[src/rtl/core/dfgn_pkg.sv]
// ----------------------------------------------------------------------------
// dfgn_pkg
// Shared widths, codes and types of the depth frame to gray normalizer.
// ----------------------------------------------------------------------------
package dfgn_pkg;

  // Core sizing
  localparam int DEPTH_BITS = 16;
  localparam int COUNT_BITS = 20;
  localparam int HIST_SIZE  = 1 << DEPTH_BITS;
  localparam int CNT_W      = DEPTH_BITS + 1;
  localparam int NUM_W      = (COUNT_BITS > DEPTH_BITS) ? COUNT_BITS : DEPTH_BITS;

  // Port field widths
  localparam int IN_DEPTH_W = 16;
  localparam int GRAY_W     = 16;
  localparam int CFG_IDX_W  = 8;
  localparam int CFG_DATA_W = 8;

  // Gray full scale is 2^shift - 1
  localparam int GRAY8_SHIFT  = 8;
  localparam int GRAY16_SHIFT = 16;
  localparam int DVD_W        = NUM_W + GRAY16_SHIFT;
  localparam int DIV_CNT_W    = $clog2(DVD_W + 1);

  localparam logic [COUNT_BITS-1:0] COUNT_MAX = {COUNT_BITS{1'b1}};
  localparam logic [DEPTH_BITS-1:0] DEPTH_MAX = {DEPTH_BITS{1'b1}};

  // Command queue depth
  localparam int QDEPTH = 2;
  localparam int QPTR_W = $clog2(QDEPTH);
  localparam int QCNT_W = $clog2(QDEPTH + 1);

  // Register map
  typedef enum logic [CFG_IDX_W-1:0] {
    CFG_HIST_EQ = 8'd0,
    CFG_INVERT  = 8'd1,
    CFG_SHADOW  = 8'd2,
    CFG_WIDE    = 8'd3
  } cfg_idx_e;

  // Shadow mode bits: fill wins over black
  localparam int SHADOW_BLACK_BIT = 0;
  localparam int SHADOW_FILL_BIT  = 1;

  typedef struct packed {
    logic       hist_eq;
    logic       invert;
    logic [1:0] shadow;
    logic       wide;
  } cfg_t;

  // Classified request as queued between front and back
  typedef struct packed {
    logic                  gather;
    logic                  clear;
    logic                  build;
    logic                  row_start;
    logic                  nz;
    logic [DEPTH_BITS-1:0] depth;
  } cmd_t;

endpackage

[src/rtl/core/dfgn_if.sv]
// ----------------------------------------------------------------------------
// dfgn_if
// Valid/ready channels of the normalizer: pixel input, gray output, config.
// ----------------------------------------------------------------------------
interface dfgn_in_if;
  logic                          valid;
  logic                          ready;
  logic                          mode;
  logic [dfgn_pkg::IN_DEPTH_W-1:0] depth;
  logic                          frame_start;
  logic                          row_start;
  logic                          last;

  modport source (output valid, mode, depth, frame_start, row_start, last, input ready);
  modport sink   (input valid, mode, depth, frame_start, row_start, last, output ready);
endinterface


[src/rtl/core/dfgn_front.sv]
// ----------------------------------------------------------------------------
// dfgn_front
// Accepts pixel requests, classifies them and queues them for the back end.
// ----------------------------------------------------------------------------
module dfgn_front (
  input  logic             clk_i,
  input  logic             rst_ni,
  dfgn_in_if.sink          in_i,
  output logic             q_valid_o,
  output dfgn_pkg::cmd_t   q_data_o,
  input  logic             q_pop_i
);
  import dfgn_pkg::*;

  cmd_t              fifo_q [QDEPTH];
  logic [QPTR_W-1:0] wr_ptr_q, rd_ptr_q;
  logic [QCNT_W-1:0] count_q;
  cmd_t              cmd;
  logic              push, pop;

  // Classify: pass flags only count in their own pass
  always_comb begin
    cmd.gather    = ~in_i.mode;
    cmd.clear     = ~in_i.mode & in_i.frame_start;
    cmd.build     = ~in_i.mode & in_i.last;
    cmd.row_start = in_i.row_start;
    cmd.depth     = in_i.depth[DEPTH_BITS-1:0];
    cmd.nz        = (in_i.depth[DEPTH_BITS-1:0] != '0);
  end

  assign in_i.ready = (count_q != QCNT_W'(QDEPTH));
  assign push       = in_i.valid & in_i.ready;
  assign pop        = q_pop_i & q_valid_o;
  assign q_valid_o  = (count_q != '0);
  assign q_data_o   = fifo_q[rd_ptr_q];

  // Queue storage
  always_ff @(posedge clk_i) begin
    if (push) begin
      fifo_q[wr_ptr_q] <= cmd;
    end
  end

  // Queue pointers
  always_ff @(posedge clk_i or negedge rst_ni) begin
    if (!rst_ni) begin
      wr_ptr_q <= '0;
      rd_ptr_q <= '0;
      count_q  <= '0;
    end else begin
      if (push) wr_ptr_q <= wr_ptr_q + 1'b1;
      if (pop)  rd_ptr_q <= rd_ptr_q + 1'b1;
      if (push && !pop)      count_q <= count_q + 1'b1;
      else if (pop && !push) count_q <= count_q - 1'b1;
    end
  end

endmodule

[src/flat_wrapper.sv]
// flat-port wrapper written by rule: the top's interface ports become plain ports
module dfgn_front_flat import dfgn_pkg::*;
  (clk_i, rst_ni, q_valid_o, q_data_o, q_pop_i, in_i_valid, in_i_mode, in_i_depth, in_i_frame_start, in_i_row_start, in_i_last, in_i_ready);
  dfgn_in_if in_i_i ();
  input  logic clk_i;
  input  logic rst_ni;
  output logic q_valid_o;
  output dfgn_pkg::cmd_t q_data_o;
  input  logic q_pop_i;
  input wire logic [$bits(in_i_i.valid)-1:0] in_i_valid;
  input wire logic [$bits(in_i_i.mode)-1:0] in_i_mode;
  input wire logic [$bits(in_i_i.depth)-1:0] in_i_depth;
  input wire logic [$bits(in_i_i.frame_start)-1:0] in_i_frame_start;
  input wire logic [$bits(in_i_i.row_start)-1:0] in_i_row_start;
  input wire logic [$bits(in_i_i.last)-1:0] in_i_last;
  output wire logic [$bits(in_i_i.ready)-1:0] in_i_ready;
  assign in_i_i.valid = in_i_valid;
  assign in_i_i.mode = in_i_mode;
  assign in_i_i.depth = in_i_depth;
  assign in_i_i.frame_start = in_i_frame_start;
  assign in_i_i.row_start = in_i_row_start;
  assign in_i_i.last = in_i_last;
  assign in_i_ready = in_i_i.ready;
  dfgn_front u_core (.clk_i(clk_i), .rst_ni(rst_ni), .in_i(in_i_i), .q_valid_o(q_valid_o), .q_data_o(q_data_o), .q_pop_i(q_pop_i));
endmodule
[config.mk]
export PLATFORM = sky130hd
export DESIGN_NAME = dfgn_front_flat
export DESIGN_NICKNAME = d
export VERILOG_FILES = /design/src/rtl/core/dfgn_pkg.sv /design/src/rtl/core/dfgn_if.sv /design/src/rtl/core/dfgn_front.sv /design/src/flat_wrapper.sv
export SDC_FILE = /design/constraint.sdc
export NUM_CORES = 1
export LEC_CHECK = 0
export BUFFER_PORTS_ARGS = -buffer_cell sky130_fd_sc_hd__buf_2
export CAP_MARGIN = 20
export CELL_PAD_IN_SITES_DETAIL_PLACEMENT = 0
export CELL_PAD_IN_SITES_GLOBAL_PLACEMENT = 1
export CORE_MARGIN = 1.5
export CORE_UTILIZATION = 40
export CTS_CLUSTER_SIZE = 8
export DETAILED_ROUTE_END_ITERATION = 10
export PLACE_DENSITY_LB_ADDON = 0.2
export SETUP_SLACK_MARGIN = 0.05
export SYNTH_ARGS = -nofsm -noshare
export SYNTH_HDL_FRONTEND = slang
export SYNTH_SLANG_ARGS = --single-unit
export TNS_END_PERCENT = 20
[constraint.sdc]
create_clock -name clk_i -period 2.6 [get_ports clk_i]
set_input_delay 0.78 -clock clk_i [delete_from_list [all_inputs] [get_ports clk_i]]
set_output_delay 0.78 -clock clk_i [all_outputs]
set_load 0.02 [all_outputs]
# Word level (Yosys, flattened, before mapping)
# Memories as Yosys holds them, arrays and structs flattened.
# Cells that the tools add are included.
# Widths: inputs -> output; s select.
[word_totals] register_bits=4 latchBits=0 ram_bits=42 mem_bits_ro=0 in_bits=24 output_inout_bits=23 elab_cells=25 memories=1
[mem_list] memory="u_core.fifo_q" depth=2 word_bits=21 read_ports=1 rd_ports_with_merged_regs=0 wr=1 line="dfgn_front.sv:15" source="cmd_t fifo_q [QDEPTH];"
[classes] n_addsub=4 mul=0 div=0 n_lt_le_gt_ge=0 n_eq_ne=1 n_shift=0 n_mux=4 n_bitwise=5 reduce_logical=7
[ops] operator="$reduce_bool 16->1" n=1
[ops] operator="$and 1x1->1" n=4
[ops] operator="$mux 2" n=2
[ops] operator="$reduce_bool 2->1" n=2
[ops] operator="$add 1x1->1 const B" n=2
[ops] operator="$add 2x1->2 const B" n=1
[ops] operator="$logic_and 1x1->1" n=2
[ops] operator="$logic_not 1->1" n=2
[ops] operator="$mux 1" n=2
[ops] operator="$ne 2x2->1 const B" n=1
[ops] operator="$sub 2x1->2 const B" n=1
[ops] operator="$not 1->1" n=1

# Longest topological paths before layout
[logic_depth] ltp_word=6 depth_mapped=7 depth_no_buf=7

# Worst setup path after synthesis
# No wires, ideal clock.
[synth_timing] path_kind="input-to-reg" startpoint="input in_i_valid" endpoint="memory u_core.fifo_q[0][0] (netlist bit) (enable)" setup_time_ns=0.399 arrival_ns=1.769 required_ns=2.201 slack_ns=0.432 path_stages=2 path_buffers=0 cell_sequence="nand2_1 -> nor2_1"
[synth_between] elab_chain_len=3
[synth_rtl] element="from (decl)" line="flat_wrapper.sv:10" source="input wire logic [$bits(in_i_i.valid)-1:0] in_i_valid;"
[synth_rtl] element="$and 1x1->1" line="dfgn_front.sv:32" source="assign push = in_i.valid & in_i.ready;"
[synth_rtl] element="$mux 1" line="dfgn_front.sv:39" source="if (push) begin"
[synth_rtl] element="$mux 1 (implied by the code)" line="dfgn_front.sv:40" source="fifo_q[wr_ptr_q] <= cmd;"
[synth_rtl] element="to (decl)" line="dfgn_front.sv:15"
# No other way between the ends.

==> results by group <==
Run status
  – Run status: finished clean

Min path
  – Worst min path class: in2async

Clock tree
  – CTS resizes: 0
  – Cts-stage hold buffer count: 0
  – Clock Tree Root: clkbuf_8
  – CTS buffer count: 5
  – TritonCTS clock tree: done
  – CTS sink count: 46
  – Clock-pin slew on the worst setup and hold paths: 0.08 ns
  – H-tree Lvls: 2
  – Clock Path Buffers: 2
  – Clk_lat worst skew: approximately 0.29 ns
  – Setup Fix Bufs, Post-CTS: 0

Finish
  – Nets: 172
  – Area growth from synthesis to layout: 22.0%
  – N_diodes: 0
  – Share of cells above drive strength 1: 0.565

Pwr
  – Pwr Density: between 1000 and 1500 nW/µm²
  – Leak pwr: 0.836 nW
  – Peak supply drop: 512 µV

Global route
  – First-pass GRT wire length: 4.92 mm
  – GRT Total Usage: 0.136
  – Initial antenna violation count: 0
  – Largest net degree at the start of global routing: 16
  – Vias in the first global route: 994
  – Grt ovf: 0

Logic synthesis
  – Library cells used by synthesis: 17
  – Most used DFF post-synth: edfxtp_1
  – Synth Area per Inst: slightly below 20 µm²
  – Net count after synthesis: 116
  – Yosys top cell by area: edfxtp_1
  – Mapped cell area: 1780 µm²
  – Synth top area share: 0.709
  – YS warnings: 0
  – Synth Register Bits: 46
  – Synth top cells by count: 42 x edfxtp_1, 21 x mux2_2, 4 x dfrtp_1, 4 x nor4_1, 3 x xnor2_1
  – Synth area leaders: edfxtp_1 71%, mux2_2 13%, dfrtp_1 5.6%, xnor2_1 1.5%, nor4_1 1.4%
  – Post-synth EDFFs: 42
  – Syn Inst Count: 91
  – Register area share after synthesis: 0.765
  – Ys async rst share: 0.0870
  – Most frequent cell after synthesis: edfxtp_1

Timing
  – Tcrit/Tclk final: 0.840
  – Endpoints failing setup: 0
  – Hold Fails Final Rpt: 0
  – Fin worst setup slack: between 0.4 and 0.5 ns
  – Post-route setup TNS: 0 ns
  – Hold WS: 0.284 ns
  – Tmin final: 2.18 ns
  – Fin. max-slew vios: 0
  – Slew at the pin closest to its max-slew limit: 0.415 ns
  – RSZ-0062 raised after global routing: false
  – Slew Limit Headroom: 0.723
  – Max Freq: 458 MHz
  – Clock skew: roughly 0.0022 ns

Die
  – Die area: roughly 5000 µm²
  – I/O pin count: 47
  – Row count: 24
  – Core box area: 4320 µm²
  – Die Ht: 69.7 µm
  – Starting Density: 0.411
  – Die X: 69.7 µm

Worst setup path
  – Maximum fanout along the worst path: 15
  – CP Capture Type: output port
  – Startpoint class of the critical path: flip-flop
  – CP required: 1.82 ns
  – CP arrival: 1.40 ns
  – CP Class: reg2out

Routing
  – Vias: ~950
  – Wirelength, routed: about 3 mm
  – First drt pass iteration count: 2
  – DR iter-0 viols: 31
  – DRT antenna net count: 0
  – Routed len/inst: about 15 µm
  – DRC: 0
  – Drt via density: between 4 and 5

Placed design
  – Setup WS pre-CTS: ~0.67 ns
  – Buffers on Ports: between 40 and 50
  – DPL Wire Length: 2.12 mm
  – GP Congestion: 0.716

Run
  – Max cap viols: 0
sequential cells by signal, indices dropped and copies added, names as in the netlist:
signal,count
u_core.rd_ptr_q,1
u_core.wr_ptr_q,1
u_core.fifo_q,42
u_core.count_q,2
kinds of logic after synthesis:
| family | count (synthesis) | synth area share |
|---|---|---|
| DFF | 46 | 0.765 |
| muxes | 21 | 0.133 |
| adders and majority gates | 1 | 0.00703 |
| xor gates and xnor gates | 5 | 0.0246 |
| and+or+nand+nor | 14 | 0.0534 |
| buffers and inverters | 4 | 0.0169 |
cell usage in the layout (no fill, tap or decap), drive strengths merged:
cell type | netlist | final
buf | 2 | 51
edfxtp | 42 | 42
mux2 | 21 | 21
clkbuf | 0 | 5
nor4 | 4 | 4
dfrtp | 4 | 4
xnor2 | 3 | 3
inv | 2 | 2
nor2b | 2 | 2
xor2 | 2 | 2
clkinv | 0 | 2
nand2 | 2 | 2
nor2 | 2 | 2
nand2b | 1 | 1
or2 | 1 | 1
nand4 | 1 | 1
and3 | 1 | 1
ha | 1 | 1
critical path: stages (launching register included):
cell	delay, ns
dfrtp_1	0.35
buf_4	0.24
mux2_2	0.37
buf_2	0.16
routing by layer:
layer	GRT usage	share of wire	vias to the layer above	wire length, µm
met1	0.168	0.44	457	1320
met4	0.0534	0.016	0	49
met2	0.217	0.48	29	1420
met3	0.0552	0.064	6	190
li1	-	-	455	-
met5	0	0	-	0
power breakdown:
group	internal, mW	switching [mW]
registers	1.02	0.0623
clock network	0.181	0.222
logic	0.388	0.522
worst paths after layout:
path | depth (start not counted) | to | from | slack [ns]
max in group asynchronous | 1 | u_core.rd_ptr_q | rst_ni | 2.19
setup / recovery | 3 | q_data_o[2] | u_core.rd_ptr_q | 0.42
hold reg to reg | 1 | u_core.wr_ptr_q | u_core.wr_ptr_q | 0.52
setup reg to reg | 3 | u_core.fifo_q[1][6] | u_core.count_q[0] | 0.97
hold / removal | 1 | u_core.wr_ptr_q | rst_ni | 0.28
min in group clk_i | 1 | u_core.wr_ptr_q | u_core.wr_ptr_q | 0.52
per-stage QoR:
| step | instance area, µm² | util | std cells | power [mW] |
|---|---|---|---|---|
| 6_report | 2170 | 0.502 | 199 | 2.39 |
| 5_1_grt | 2170 | 0.502 | 199 | 2.53 |
| 4_1_cts | 2170 | 0.502 | 199 | 2.43 |
| 3_5_place_dp | 2090 | 0.484 | 192 | 2.02 |
| 3_3_place_gp | 2090 | 0.484 | 192 | 2.00 |
| 2_1_floorplan | 1780 | - | 91 | 1.74 |
cell type report:
class                   count  area, µm²
fillers                   394       2150
flip-flops and latches     46       1360
multi-input cells          41        390
repair buffers             51        268
clock buffers               5       68.8
well taps                  52       65.1
clock inverters             2       10.0
inverters                   2       7.51
(Power assumes the default switching activity.)
